--- src/ccs_pkg.sv ---
// Shared types and constants for the calorimeter cluster sum block.
package ccs_pkg;

    localparam int unsigned SUM_W = 29;
    localparam int unsigned E_W   = 24;
    localparam int unsigned P_W   = 16;
    localparam int unsigned ACC_W = 36;   // sum width before saturation
    localparam int unsigned WP_W  = 48;   // position times energy accumulator
    localparam logic [SUM_W-1:0] SUM_MAX = {SUM_W{1'b1}};

    typedef struct packed {
        logic [2:0]          col;
        logic [2:0]          row;
        logic signed [E_W-1:0] energy;
        logic signed [P_W-1:0] pos_x;
        logic signed [P_W-1:0] pos_y;
    } t_hit;

    typedef struct packed {
        logic                   good;
        logic [SUM_W-1:0]       sum_center;
        logic [SUM_W-1:0]       sum_cross;
        logic [SUM_W-1:0]       sum_three;
        logic [SUM_W-1:0]       sum_five;
        logic [SUM_W-1:0]       sum_total;
        logic signed [P_W-1:0]  centroid_x;
        logic signed [P_W-1:0]  centroid_y;
        logic [1:0]             ring_index;
        logic [2:0]             occupied_cross;
        logic [3:0]             occupied_three;
        logic [4:0]             occupied_five;
    } t_result;

    typedef struct packed {
        logic [2:0]          col;
        logic [2:0]          row;
        logic signed [E_W-1:0] energy;
        logic signed [P_W-1:0] pos_x;
        logic signed [P_W-1:0] pos_y;
        logic                last_hit;
    } t_in;

    // Start and operands of a signed rounded division.
    typedef struct packed {
        logic                     start;
        logic signed [WP_W-1:0]   num;
        logic [ACC_W-1:0]         den;
    } t_div_req;

    function automatic logic [SUM_W-1:0] sat29(input logic [ACC_W-1:0] v);
        return (v > ACC_W'(SUM_MAX)) ? SUM_MAX : v[SUM_W-1:0];
    endfunction

endpackage

--- src/ccs_div.sv ---
// Iterative signed rounded divider with 16-bit clamping, one quotient bit a cycle.
module ccs_div
    import ccs_pkg::*;
(
    input  logic                   i_clk,
    input  logic                   i_rst_n,
    input  t_div_req               i_req,
    output logic                   o_done,
    output logic signed [P_W-1:0]  o_quot
);
    localparam int unsigned N_W = WP_W + 1;   // magnitude of 2*|num|+den
    localparam int unsigned Q_W = 18;         // enough quotient bits to detect clamp
    localparam int unsigned D_W = ACC_W + 2;

    logic [N_W+1:0]   r_rem;
    logic [N_W+1:0]   r_num;
    logic [D_W-1:0]   r_den;
    logic [Q_W-1:0]   r_q;
    logic             r_neg;
    logic             r_busy;
    logic             r_done;
    logic [5:0]       r_cnt;
    logic [N_W+1:0]   n_rem;
    logic [N_W+1:0]   n_trial;
    logic [WP_W-1:0]  mag;
    logic             over;

    assign mag = i_req.num[WP_W-1] ? WP_W'(-i_req.num) : WP_W'(i_req.num);

    always_comb begin
        n_rem   = {r_rem[N_W:0], r_num[N_W+1]};
        n_trial = n_rem - (N_W+2)'(r_den);
    end

    always_ff @(posedge i_clk) begin
        if (!i_rst_n) begin
            r_busy <= 1'b0;
            r_done <= 1'b0;
        end else begin
            r_done <= 1'b0;
            if (i_req.start) begin
                r_busy <= 1'b1;
                r_cnt  <= 6'(N_W + 2);
                r_rem  <= '0;
                r_num  <= (N_W+2)'({mag, 1'b0}) + (N_W+2)'(i_req.den);
                r_den  <= D_W'({i_req.den, 1'b0});
                r_q    <= '0;
                r_neg  <= i_req.num[WP_W-1];
            end else if (r_busy) begin
                r_num <= {r_num[N_W:0], 1'b0};
                if (!n_trial[N_W+1]) begin
                    r_rem <= n_trial;
                    r_q   <= {r_q[Q_W-2:0], 1'b1} | {Q_W{r_q[Q_W-1]}};
                end else begin
                    r_rem <= n_rem;
                    r_q   <= {r_q[Q_W-2:0], 1'b0} | {Q_W{r_q[Q_W-1]}};
                end
                r_cnt <= r_cnt - 6'd1;
                if (r_cnt == 6'd1) begin
                    r_busy <= 1'b0;
                    r_done <= 1'b1;
                end
            end
        end
    end

    // Quotient register sticks at all ones once it overflows.
    always_comb begin
        if (r_neg) begin
            over   = r_q > Q_W'(32768);
            o_quot = over ? 16'sh8000 : P_W'(-$signed({1'b0, r_q}));
        end else begin
            over   = r_q > Q_W'(32767);
            o_quot = over ? 16'sd32767 : P_W'(r_q);
        end
    end
    assign o_done = r_done;

    assert property (@(posedge i_clk) disable iff (!i_rst_n) r_done |-> !r_busy)
        else $error("divider done while busy");
endmodule

--- config.mk ---
export PLATFORM = sky130hd
export DESIGN_NAME = ccs_div
export DESIGN_NICKNAME = d
export VERILOG_FILES = /design/src/ccs_pkg.sv /design/src/ccs_div.sv
export SDC_FILE = /design/constraint.sdc
export NUM_CORES = 1
export LEC_CHECK = 0
export BUFFER_PORTS_ARGS = -buffer_cell sky130_fd_sc_hd__buf_2
export CAP_MARGIN = 5
export CORE_MARGIN = 1
export CORE_UTILIZATION = 36
export DETAILED_ROUTE_END_ITERATION = 10
export HOLD_SLACK_MARGIN = 0.15
export MAX_ROUTING_LAYER = met4
export PLACE_DENSITY = 0.63
export SLEW_MARGIN = 5
export SYNTH_ARGS = -nofsm -noshare
export SYNTH_HDL_FRONTEND = slang
export SYNTH_SLANG_ARGS = --single-unit
--- constraint.sdc ---
create_clock -name i_clk -period 4.6 [get_ports i_clk]
set_input_delay 0.23 -clock i_clk [delete_from_list [all_inputs] [get_ports i_clk]]
set_output_delay 0.23 -clock i_clk [all_outputs]
set_load 0.05 [all_outputs]
# After elaboration in Yosys (flattened, before gate mapping)
# Cells that the tools add are included.
dict set report totals {
  ram_bits 0
  wordCells 39
  mem_bits_ro 0
  n_memories 0
  ff_bits 164
  latch_bits 0
}
dict set report op_classes {
  addsub 5
  n_shift 0
  n_bitwise 4
  reduce_logical 4
  eq_ne 1
  mul 0
  n_lt_le_gt_ge 2
  n_div 0
  mux 15
}
# operator count
set op_table {}
lappend op_table {{51-bit two-way mux} 2}
lappend op_table {{50-bit two-way mux} 2}
lappend op_table {{51-bit by 37-bit subtractor with 51-bit output} 1}
lappend op_table {{49-bit by 36-bit adder with 50-bit output} 1}
lappend op_table {{16-bit two-way mux} 3}
lappend op_table {{48-bit two-way mux} 1}
lappend op_table {{48-bit negation} 1}
lappend op_table {{18-bit two-way mux} 2}
lappend op_table {{18-bit OR} 2}
lappend op_table {{18-bit by 15-bit > comparator with 1-bit output, second input constant} 1}
lappend op_table {{18-bit by 16-bit > comparator with 1-bit output, second input constant} 1}
lappend op_table {{16-bit negation} 1}
lappend op_table {{6-bit by 1-bit == test with 1-bit output, second input constant} 1}
lappend op_table {{6-bit two-way mux} 1}
lappend op_table {{6-bit by 1-bit subtractor with 6-bit output, second input constant} 1}
lappend op_table {{1-bit two-way mux} 4}
lappend op_table {{2-bit AND reduction} 2}
lappend op_table {{3-bit OR reduction} 1}
lappend op_table {{1-bit inverter} 2}
lappend op_table {{2-bit nonzero test} 1}

# Depth between registers and ports, before layout
# Gate-level depths: netlist of run 1.
dict set report logic_depth {
  word_depth 4
  depth_mapped 17
  depth_no_buf 16
}

# Least setup slack after synthesis of run 1
# No wires, ideal clock.
dict set report synth_path {
  path_kind {flip-flop to output port}
  startpoint {reg r_q[0]}
  endpoint {out o_quot[10]}
  arrival_time_ns 4.288
  stages_incl_launch_ff 13
  t_required_ns 4.370
  path_slack_ns 0.082
  cell_sequence {edfxtp_1 > inv_1 > ha_1 > nor3b_1 > nand4_1 > or3_1 > or3_1 > o21ai_0 > nand2_1 > inv_1 > nand2_1 > clkbuf_1 > o311ai_0}
}
dict set report synth_via {
  elab_chain_cells 3
  elab_cells_between_ends 6
}
# element line_no
set synth_lines {}
lappend synth_lines {{start, declared} ccs_div.sv:18} ;# logic [Q_W-1:0] r_q;
lappend synth_lines {{start signal, assigned} ccs_div.sv:53} ;# r_q <= {r_q[Q_W-2:0], 1'b1} | {Q_W{r_q[Q_W-1]}};
lappend synth_lines {{start signal, assigned} ccs_div.sv:56} ;# r_q <= {r_q[Q_W-2:0], 1'b0} | {Q_W{r_q[Q_W-1]}};
lappend synth_lines {{16-bit negation (tied with other cells)} ccs_div.sv:71} ;# o_quot = over ? 16'sh8000 : P_W'(-$signed({1'b0, r_q}));
lappend synth_lines {{16-bit two-way mux (on tied branches)} {ccs_div.sv:71, ccs_div.sv:74}}
lappend synth_lines {{16-bit two-way mux (*)} ccs_div.sv:69} ;# if (r_neg) begin
lappend synth_lines {{end, declared} ccs_div.sv:9} ;# output logic signed [P_W-1:0] o_quot
# Mark *: on every way between the ends. The rest lies on a longest branch, timed or not.

# Final worst setup path of run 1
dict set report layout_path {
  startpoint {in i_req[47] (netlist name)}
  endpoint {reg r_num[47] (data pin)}
}
dict set report layout_via {
  elab_chain_cells 4
}
# element line_no
set layout_lines {}
lappend layout_lines {{start, declared} ccs_div.sv:7} ;# input t_div_req i_req,
lappend layout_lines {{48-bit negation} ccs_div.sv:28} ;# assign mag = i_req.num[WP_W-1] ? WP_W'(-i_req.num) : WP_W'(i_req.num);
lappend layout_lines {{48-bit two-way mux (*)} ccs_div.sv:28}
lappend layout_lines {{49-bit by 36-bit adder with 50-bit output (*)} ccs_div.sv:45} ;# r_num <= (N_W+2)'({mag, 1'b0}) + (N_W+2)'(i_req.den);
lappend layout_lines {{51-bit two-way mux (*)} ccs_div.sv:41} ;# if (i_req.start) begin
lappend layout_lines {{end signal, assigned} ccs_div.sv:45}
lappend layout_lines {{end signal, assigned} ccs_div.sv:50} ;# r_num <= {r_num[N_W:0], 1'b0};
lappend layout_lines {{end, declared} ccs_div.sv:16} ;# logic [N_W+1:0] r_num;
# Marks and branches as above.
# A chain may end at the register's enable or synchronous reset.

==> results of run 1 <==
## registers in the layout (all words and copies together), names as in the netlist
register,flops
r_num,51
r_rem,50
r_den,36
r_q,18
r_cnt,6
o_done,1
r_busy,1
r_neg,1
## worst max-delay path: stages
cell       delay [ns]
buf_2            0.10
or4_4            0.53
or4_4            0.53
or2_2            0.30
o31ai_1          0.24
xnor2_1          0.13
ha_1             0.30
and3_1           0.18
nand4_1          0.11
a211o_1          0.24
a31oi_1          0.26
o21ai_0          0.15
buf_4            0.17
a21oi_1          0.24
o2111ai_1        0.30
and3_1           0.24
a211o_1          0.22
## power breakdown
group,leakage [nW],switching (mW),internal (mW)
Sequential,1.57,0.0649,1.81
Combinational,4.06,0.841,0.610
Clock,0.295,0.586,0.956
## kinds of logic (layout without fill, tap and decap cells)
group	after synthesis	in the layout	share of synthesized area [%]
multiplexers	44	44	3.71
AO/OA/AOI/OAI	376	376	19.9
XOR/XNOR	100	100	6.83
adder cells (fa/ha/maj)	85	85	8.41
buffers and inverters	126	289	3.84
flip-flops	164	164	38.2
AND/OR/NAND/NOR	489	489	19.1
## placed cells by master (no fill, tap or decap), types with 12 or more instances in the layout
| master | n |
|---|---|
| o31ai_1 | 24 |
| a211oi_1 | 13 |
| a21oi_1 | 88 |
| mux2i_1 | 16 |
| nand3_1 | 34 |
| nor2b_1 | 14 |
| buf_4 | 51 |
| nor3_1 | 23 |
| nand2_1 | 134 |
| xnor2_1 | 72 |
| o311ai_0 | 16 |
| nand4_1 | 18 |
| nand2b_1 | 12 |
| xor2_1 | 28 |
| o21ai_0 | 80 |
| inv_1 | 68 |
| or2_2 | 13 |
| a31oi_1 | 14 |
| dlygate4sd3_1 | 37 |
| buf_2 | 102 |
| or3_1 | 25 |
| and3_1 | 16 |
| nor2_1 | 122 |
| o21a_1 | 16 |
| clkbuf_16 | 17 |
| ha_1 | 83 |
| nor4_1 | 12 |
| o21bai_1 | 12 |
| or4_1 | 22 |
| a21o_1 | 30 |
| edfxtp_1 | 162 |
| mux2_2 | 27 |
## worst max-delay path by stage
stage | start | endpoint | slack [ns]
floorplan | r_q[0]$_SDFFCE_PP0P_ | o_quot[10] | 0.08
finish | i_req[47] | r_num[47]$_DFFE_PP_ | 0.28
CTS | r_q[0]$_SDFFCE_PP0P_ | o_quot[3] | 0.23
global placement | i_req[47] | r_num[47]$_DFFE_PP_ | -0.07
global route | r_q[0]$_SDFFCE_PP0P_ | o_quot[6] | 0.006
detailed placement | i_req[47] | r_num[45]$_DFFE_PP_ | -0.12
## metrics by stage
step	utilization, %	power [mW]
2_1_floorplan	-	2.94
3_5_place_dp	40.5	3.32
6_report	43.3	4.87
3_3_place_gp	40.5	3.30
5_1_grt	43.3	5.13
4_1_cts	43.3	4.90
## layer usage
layer,vias to the layer above,share of wire (%),GRT usage [%],wire (um)
met5,-,0,-,0
met4,0,3.0,7.57,983
met3,51,4.2,2.71,1380
met2,286,45,29.1,14900
met1,5263,48,24.6,15900
li1,5500,-,-,-
## repair_timing
item | CTS | global route
endpoints found under the setup margin | 0 | 7
hold buffers | 37 | 0
gates resized for setup | 0 | 2
hold endpoints to repair | 38 | 0
## layout make-up
cell class | count | area share, %
multi-input cells | 1094 | 49.5
flip-flops and latches | 164 | 32.6
repair buffers | 190 | 8.39
well taps | 455 | 3.78
clock buffers | 20 | 2.90
inverters | 69 | 1.72
clock inverters | 10 | 1.21
==> impl_metrics.ini, run 1 <==
[setup_path]
arrival_ns = 4.50
worstSetupStartpointType = primary input
critical_path_required_ns = 4.78
r2r-start = r_rem[39]$_SDFFCE_PP0P_
crit_fanout = 5
rrSetupSlack_ns = 0.66
end_kind = register
r2r_cells = 9
r2r-end = r_rem[33]$_SDFFCE_PP0P_
criticalPathCategory = primary input to register

[logic_synthesis]
synth.cell_area_um2 = 12800
synth_flop_cell = edfxtp_1
synth_top_area_cell = edfxtp_1
synth_edf_count = 162
synth_cell_types = 77
ys_ff_latch = 164
synth_most_common_cell = edfxtp_1
synth_nets = 1556
ys_seq_area_share_pct = 38.2
ys_async_sr_fraction_pct = 0
synth_commonest_cells = edfxtp_1 (162), nand2_1 (135), nor2_1 (122)
avgSynthCellArea_um2 = 9.27
yosysWarnings = 0
synth_cells = 1384
yosys-top-cells-area = edfxtp_1 (38%), ha_1 (8.1%), xnor2_1 (4.9%)
synth_top_area_share_pct = 37.9

[sta]
period_share_pct = 94.0
slew_viol_final = 0
max_clock_freq_mhz = 231
final_hold_viol_count = 0
tightest_slew_ns = 0.939
rsz0062_at_grt = no
finClkSkew_ns = 0.0177
timing.hold.ws_ns = 0.265
max_slew_margin_pct = 37.4
worst_slack_ns = 0.277
setup_viol = 0
layout_min_cycle_time_ns = 4.32
fin_tns_setup_ns = 0

[routing]
post-route-drc-count = 0
vias = 11100
via_per_inst = 5.54
wire_per_inst_um = 16.5
drtPass1Iterations = 5
drt_iter0_markers = 805
wirelength_mm = 33.1
antenna_left = 0

[clock_tree]
cts_buffers = 17
max-clock-path-buffers = 2
clkLatencyLatePin_ns = 0.44
cts_sinks = 164
htree_num_levels = 4
tritoncts = yes
cts-root-buf = clkbuf_16
path_clk_slew_ns = 0.06
post_cts_buffers = 0

[pwr]
p_per_area_nw_per_um2 = 323
leakage_nw = 5.92
worst_ir_drop_vdd_mv = 0.251

[die]
die_x_um = 191
ios = 104
coreArea_um2 = 34800
rows = 68
design.die.area_um2 = 36400
start_util_pct = 36.9
fp.dieH_um = 191

[grt]
antenna_found_initial = 0
grt_max_degree = 65
grt_pass1_wl_mm = 53.1
grtUsageTotal_pct = 18.8
grt-ovfl-total = 0
grt_pass1_vias = 10594

[final_layout]
register_area_um2 = 4900
antenna_cells = 0
drive_gt1_share_pct = 15.8
nFillCells = 3315
syn_to_final_growth_pct = 17.5
stdcell_count = 2002
multi_input_comb_area_um2 = 7450
nets = 1708
fin_area_um2 = 15100

[worst_hold_path]
holdCritStartpoint = i_req[82]
hold_class = primary input to register
hold_end = r_num[48]$_DFFE_PP_
hold_depth = 3

[run_status]
status = finished clean

[place]
place_ws_ns = -0.123
dpl.cell_count = 1935
portBuffers = 103
placed_area_um2 = 14100
hpwlAfterDp_mm = 24.6
gp_congestion = 0.969

[job]
drv_cap = 0
Power figures use the tool's default switching activity.
==> run 2: changes to the inputs <==
CORE_MARGIN = 10   (was 1)
HOLD_SLACK_MARGIN = 0.06   (was 0.15)
==> run 2 against run 1 <==
Against the previous run: cell count is 0.45% higher; hold slack got worse by 0.020 ns; clock skew fell by 0.0065 ns; combinational power is essentially flat; clock power is 11% lower; sequential power barely moved; power shrank 3.3%; utilization is 0.78 points lower; register-to-register slack got worse by 0.24 ns; critical endpoint is now r_num[40]$_DFFE_PP_.
==> impl_metrics.ini, run 2 (synthesis gave the netlist of run 1 again) <==
[clock_tree]
path_clk_slew_ns = 0.06
cts_sinks = 164
cts-root-buf = clkbuf_16
cts_buffers = 17
max-clock-path-buffers = 2
clkLatencyLatePin_ns = 0.44
htree_num_levels = 4
tritoncts = yes
post_cts_buffers = 0

[routing]
vias = 11091
antenna_left = 0
via_per_inst = 5.52
wire_per_inst_um = 17.0
wirelength_mm = 34.2
drt_iter0_markers = 809
post-route-drc-count = 0
drtPass1Iterations = 5

[setup_path]
critPathLaunch = i_req[47]
r2r_cells = 10
cp_top_family = simple AND/OR/NAND/NOR gates
arrival_ns = 4.55
crit_fanout = 8
critPathBufInv = 2
r2r-start = r_rem[39]$_SDFFCE_PP0P_
criticalPathCategory = primary input to register
cp.depth = 16
end_kind = register
crit_slowest_cell = or4_4
crit_top_cell = or4_4
cp-endpoint = r_num[40]$_DFFE_PP_
r2r-end = r_rem[25]$_SDFFCE_PP0P_
rrSetupSlack_ns = 0.42
worstSetupStartpointType = primary input
critical_path_required_ns = 4.89
crit_chain = buf_2 -> or4_4 -> or4_4 -> or2_2 -> buf_4 -> nand2b_1 -> o41ai_1 -> xnor2_1 -> ha_1 -> a21o_1 -> a21oi_1 -> o21ai_0 -> o2111ai_1 -> a21oi_2 -> or4_1 -> nand3_1
cpPeakStageDelay_ns = 0.57

[final_layout]
final_common_cell = edfxtp_1
final_cell_mix = edfxtp_1 (162), nand2_1 (134), nor2_1 (122)
largest_register_ffs = 51
reg.largest.list = r_num x51, r_rem x50, r_den x36
nets = 1711
drive_gt1_share_pct = 16.2
syn_to_final_growth_pct = 17.3
top_register = r_num
antenna_cells = 0

[die]
fp.dieH_um = 209
design.die.area_um2 = 43600
coreArea_um2 = 35400
start_util_pct = 36.2
ios = 104
die_x_um = 209
rows = 69

[sta]
final_hold_viol_count = 0
max_clock_freq_mhz = 235
max_slew_margin_pct = 39.5
finClkSkew_ns = 0.0113
rsz0062_at_grt = no
layout_min_cycle_time_ns = 4.26
slew_viol_final = 0
timing.hold.ws_ns = 0.245
period_share_pct = 92.5
tightest_slew_ns = 0.908
fin_tns_setup_ns = 0
setup_viol = 0

[grt]
grt_max_degree = 64
use_met1_pct = 20.2
met3_usage_pct = 2.13
grtUsageTotal_pct = 15.8
grt_pass1_wl_mm = 55.9
grt_pass1_vias = 11029
grt-ovfl-total = 0
top_usage_layer = met2
antenna_found_initial = 0
use_met2_pct = 24.9

[worst_hold_path]
hold_class = primary input to register
holdCritStartpoint = i_req[82]

[run_status]
status = finished clean

[job]
drv_cap = 0

[place]
portBuffers = 103
gp_congestion = 0.960
hpwlAfterDp_mm = 25.8

[pwr]
p_per_area_nw_per_um2 = 313
leakage_nw = 5.91
worst_ir_drop_vdd_mv = 0.269
## run 2: cell types whose count changed in the layout (fill, tap and decap cells not counted), moves of 2 or more
cell and delta:
clkinvlp_4 +2, buf_4 +2, bufinv_16 -3, clkinv_2 +3
## run 2: worst min path at each step
stage	end	slack, ns	depth (start not counted)
final	r_num[48]$_DFFE_PP_	0.24	3
after global placement	r_den[1]$_DFFE_PP_	0.42	1
after detailed placement	r_den[1]$_DFFE_PP_	0.42	1
after floorplan	r_den[10]$_DFFE_PP_	0.33	0
after global routing	r_num[48]$_DFFE_PP_	0.25	3
after CTS	r_num[48]$_DFFE_PP_	0.23	3
## run 2: final cells by class
cell class / count / area (um^2)
Clock buffer: 19 / 433
Multi-Input combinational cell: 1094 / 7460
Timing Repair Buffer: 193 / 1300
Fill cell: 3471 / 20300
Tap cell: 461 / 577
Clock inverter: 11 / 114
Sequential cell: 164 / 4900
Inverter: 69 / 259
## run 2: stage by stage
| step | instance area (um^2) | utilization, % | setup slack (ns) | power, mW | cells |
|---|---|---|---|---|---|
| after floorplan | 12800 | - | 0.0819 | 2.94 | 1384 |
| after global placement | 14100 | 39.9 | -0.0985 | 3.31 | 1944 |
| after detailed placement | 14100 | 39.9 | -0.122 | 3.33 | 1944 |
| after CTS | 15000 | 42.5 | 0.0123 | 4.73 | 2011 |
| after global routing | 15000 | 42.5 | 0.0543 | 4.98 | 2011 |
| final | 15000 | 42.5 | 0.343 | 4.71 | 2011 |
## run 2: report_power, final
part           internal (mW)  switching [mW]  total (mW)
Sequential              1.81          0.0653        1.88
Combinational          0.618           0.844        1.46
Clock                  0.786           0.583        1.37
## run 2: worst min-delay path, cell delays in order
cell and delay (ns):
buf_2 0.09, or3_1 0.11, a31oi_1 0.08
## run 2: per-layer routing
layer  routed length, um  up-vias
met5                   0        -
met4                 960        0
met3                1370       58
met2               15500      267
met1               16400     5262
li1                    -     5504
## run 2: repair_timing
action	CTS	global route
hold buffers	37	0
endpoints found under the setup margin	0	14
gates resized for setup	0	6
hold endpoints to repair	37	0
==> run 3: changes to the inputs <==
ABC_AREA = 1   (was unset)
GPL_ROUTABILITY_DRIVEN = 0   (was unset)
PLACE_DENSITY = 0.62   (was 0.63)
==> run 3 against run 2 <==
Against the previous run: synthesized cell count grew 43%; highest routed layer unchanged; synthesized area grew 10%; register-to-register slack gained 0.89 ns; largest cell class unchanged; sequential power grew 3%; maximum frequency grew 17%.
==> impl_metrics.ini, run 3 <==
[run_status]
status = finished clean

[die]
coreArea_um2 = 38700
fp.dieH_um = 218
rows = 72
start_util_pct = 36.6
die_x_um = 218
ios = 104
design.die.area_um2 = 47700

[setup_path]
cpPeakStageDelay_ns = 0.34
crit_fanout = 7
cp.depth = 21
criticalPathCategory = primary input to register
critPathLaunch = i_req[36]
r2r_cells = 13
critPathBufInv = 2
crit_slowest_cell = ha_1
arrival_ns = 3.84
r2r-end = r_rem[49]$_SDFFCE_PP0P_
crit_top_cell = nand2_1
cp_top_family = simple AND/OR/NAND/NOR gates
end_kind = register
r2r-start = r_den[1]$_DFFE_PP_
worstSetupStartpointType = primary input
cp-endpoint = r_num[44]$_DFFE_PP_
rrSetupSlack_ns = 1.31
crit_chain = buf_2 -> inv_1 -> ha_1 -> nand3_1 -> nor2_4 -> nand4_1 -> nand2_1 -> nand2_1 -> nor2_1 -> xnor2_1 -> ha_1 -> nand2_1 -> nand2_1 -> a21oi_1 -> o21ai_0 -> a31oi_1 -> nand3_1 -> nand3_1 -> nand2_1 -> nand3_1 -> nand2_1
critical_path_required_ns = 4.79

[logic_synthesis]
synth.cell_area_um2 = 14200
synth_cells = 1975
synth_most_common_cell = nand2_1
yosysWarnings = 0
synth_nets = 2147
synth_commonest_cells = nand2_1 (471), nor2_1 (278), inv_1 (206)
synth_flop_cell = edfxtp_1
yosys-top-cells-area = edfxtp_1 (34%), nand2_1 (12%), nor2_1 (7.4%)
ys_async_sr_fraction_pct = 0
avgSynthCellArea_um2 = 7.17
synth_top_area_cell = edfxtp_1
synth_cell_types = 44
synth_edf_count = 162
ys_ff_latch = 164
ys_seq_area_share_pct = 34.6
synth_top_area_share_pct = 34.3

[grt]
grt-ovfl-total = 0
grtUsageTotal_pct = 18.5
antenna_found_initial = 0
grt_pass1_wl_mm = 69.1
grt_pass1_vias = 13631
grt_max_degree = 74

[sta]
rsz0062_at_grt = no
max_clock_freq_mhz = 274
layout_min_cycle_time_ns = 3.65
max_slew_margin_pct = 32.4
final_hold_viol_count = 0
finClkSkew_ns = 0.0152
fin_tns_setup_ns = 0
setup_viol = 0
tightest_slew_ns = 1.01
period_share_pct = 79.4
slew_viol_final = 0
timing.hold.ws_ns = 0.0673

[final_layout]
drive_gt1_share_pct = 9.31
nFillCells = 4118
final_cell_mix = nand2_1 (470), nor2_1 (278), inv_1 (206)
antenna_cells = 0
multi_input_comb_area_um2 = 8250
syn_to_final_growth_pct = 13.6
reg.largest.list = r_num x51, r_rem x50, r_den x36
nets = 2274
register_area_um2 = 4900
final_common_cell = nand2_1
top_register = r_num
largest_register_ffs = 51
fin_area_um2 = 16100

[routing]
antenna_left = 0
vias = 13734
drt_iter0_markers = 1165
drtPass1Iterations = 8
wirelength_mm = 43.0
post-route-drc-count = 0
wire_per_inst_um = 16.3
via_per_inst = 5.22

[worst_hold_path]
hold_class = primary input to register
holdCritStartpoint = i_req[18]

[place]
portBuffers = 103
placed_area_um2 = 15200
hpwlAfterDp_mm = 34.9

[job]
drv_cap = 0

[clock_tree]
htree_num_levels = 4
clkLatencyLatePin_ns = 0.44
cts_resized = 0
cts_sinks = 164
max-clock-path-buffers = 2
cts-root-buf = clkbuf_16
path_clk_slew_ns = 0.08
tritoncts = yes
cts_buffers = 17

[pwr]
worst_ir_drop_vdd_mv = 0.204
p_per_area_nw_per_um2 = 315
leakage_nw = 6.66
[run 3: metal layers]
metal / vias up / wire (um) / global-route usage [%]
li1: 6882 / - / -
met1: 6264 / 19400 / 23.0
met2: 495 / 19700 / 29.8
met3: 93 / 2190 / 2.14
met4: 0 / 1680 / 7.85
met5: - / 0 / -
[run 3: cell families (layout without fill, tap and decap cells)]
kind of cell | count (synthesis) | in the layout | share of synthesized area [%]
buffers and inverters | 254 | 394 | 7.16
AO/OA/AOI/OAI | 410 | 410 | 15.7
flip-flops | 164 | 164 | 34.6
adder cells (fa/ha/maj) | 85 | 85 | 7.61
XOR/XNOR | 112 | 112 | 6.93
AND/OR/NAND/NOR | 950 | 950 | 27.9
[run 3: worst min-delay path by stage]
stage / endpoint / depth (start not counted)
2_1_floorplan: r_den[10]$_DFFE_PP_ / 0
3_3_place_gp: r_den[34]$_DFFE_PP_ / 1
3_5_place_dp: r_den[2]$_DFFE_PP_ / 1
4_1_cts: r_den[19]$_DFFE_PP_ / 1
5_1_grt: r_den[19]$_DFFE_PP_ / 1
6_report: r_den[19]$_DFFE_PP_ / 1
[run 3: worst reg2reg max path: stages, from the launching register on]
cell,delay [ns]
edfxtp_1,0.39
ha_1,0.33
fa_1,0.52
o21ai_0,0.58
nand3_1,0.14
nand3_1,0.25
nand2_1,0.09
nand2_1,0.20
nand4_1,0.16
nand3_1,0.11
nand2_1,0.05
nand2_1,0.06
nand2_1,0.05
a21oi_1,0.20
[run 3: per-stage QoR]
stage	power (mW)	instances	util [%]	setup slack, ns
global placement	3.67	2567	39.2	0.747
floorplan	3.21	1975	-	0.927
finish	5.07	2633	41.5	0.949
CTS	5.08	2633	41.5	1.15
detailed placement	3.69	2567	39.2	0.695
global route	5.38	2633	41.5	0.758
[run 3: timing repair]
action                                 4_1_cts  5_1_grt
endpoints found under the hold margin       34        0
buffers inserted                             0        0
hold buffers                                34        0
[run 3: cell type report]
type                    instances  share of cell area, %
clock inverters                15                  0.762
repair buffers                146                   5.74
multi-input cells            1557                   51.3
flip-flops and latches        164                   30.5
clock buffers                  17                   2.64
inverters                     216                   5.04
well taps                     518                   4.03
[run 3: power breakdown]
part / internal (mW) / switching [mW] / total (mW)
sequential: 1.85 / 0.0773 / 1.93
clock: 0.705 / 0.656 / 1.36
combinational: 0.595 / 1.19 / 1.78
total: 3.15 / 1.92 / 5.07
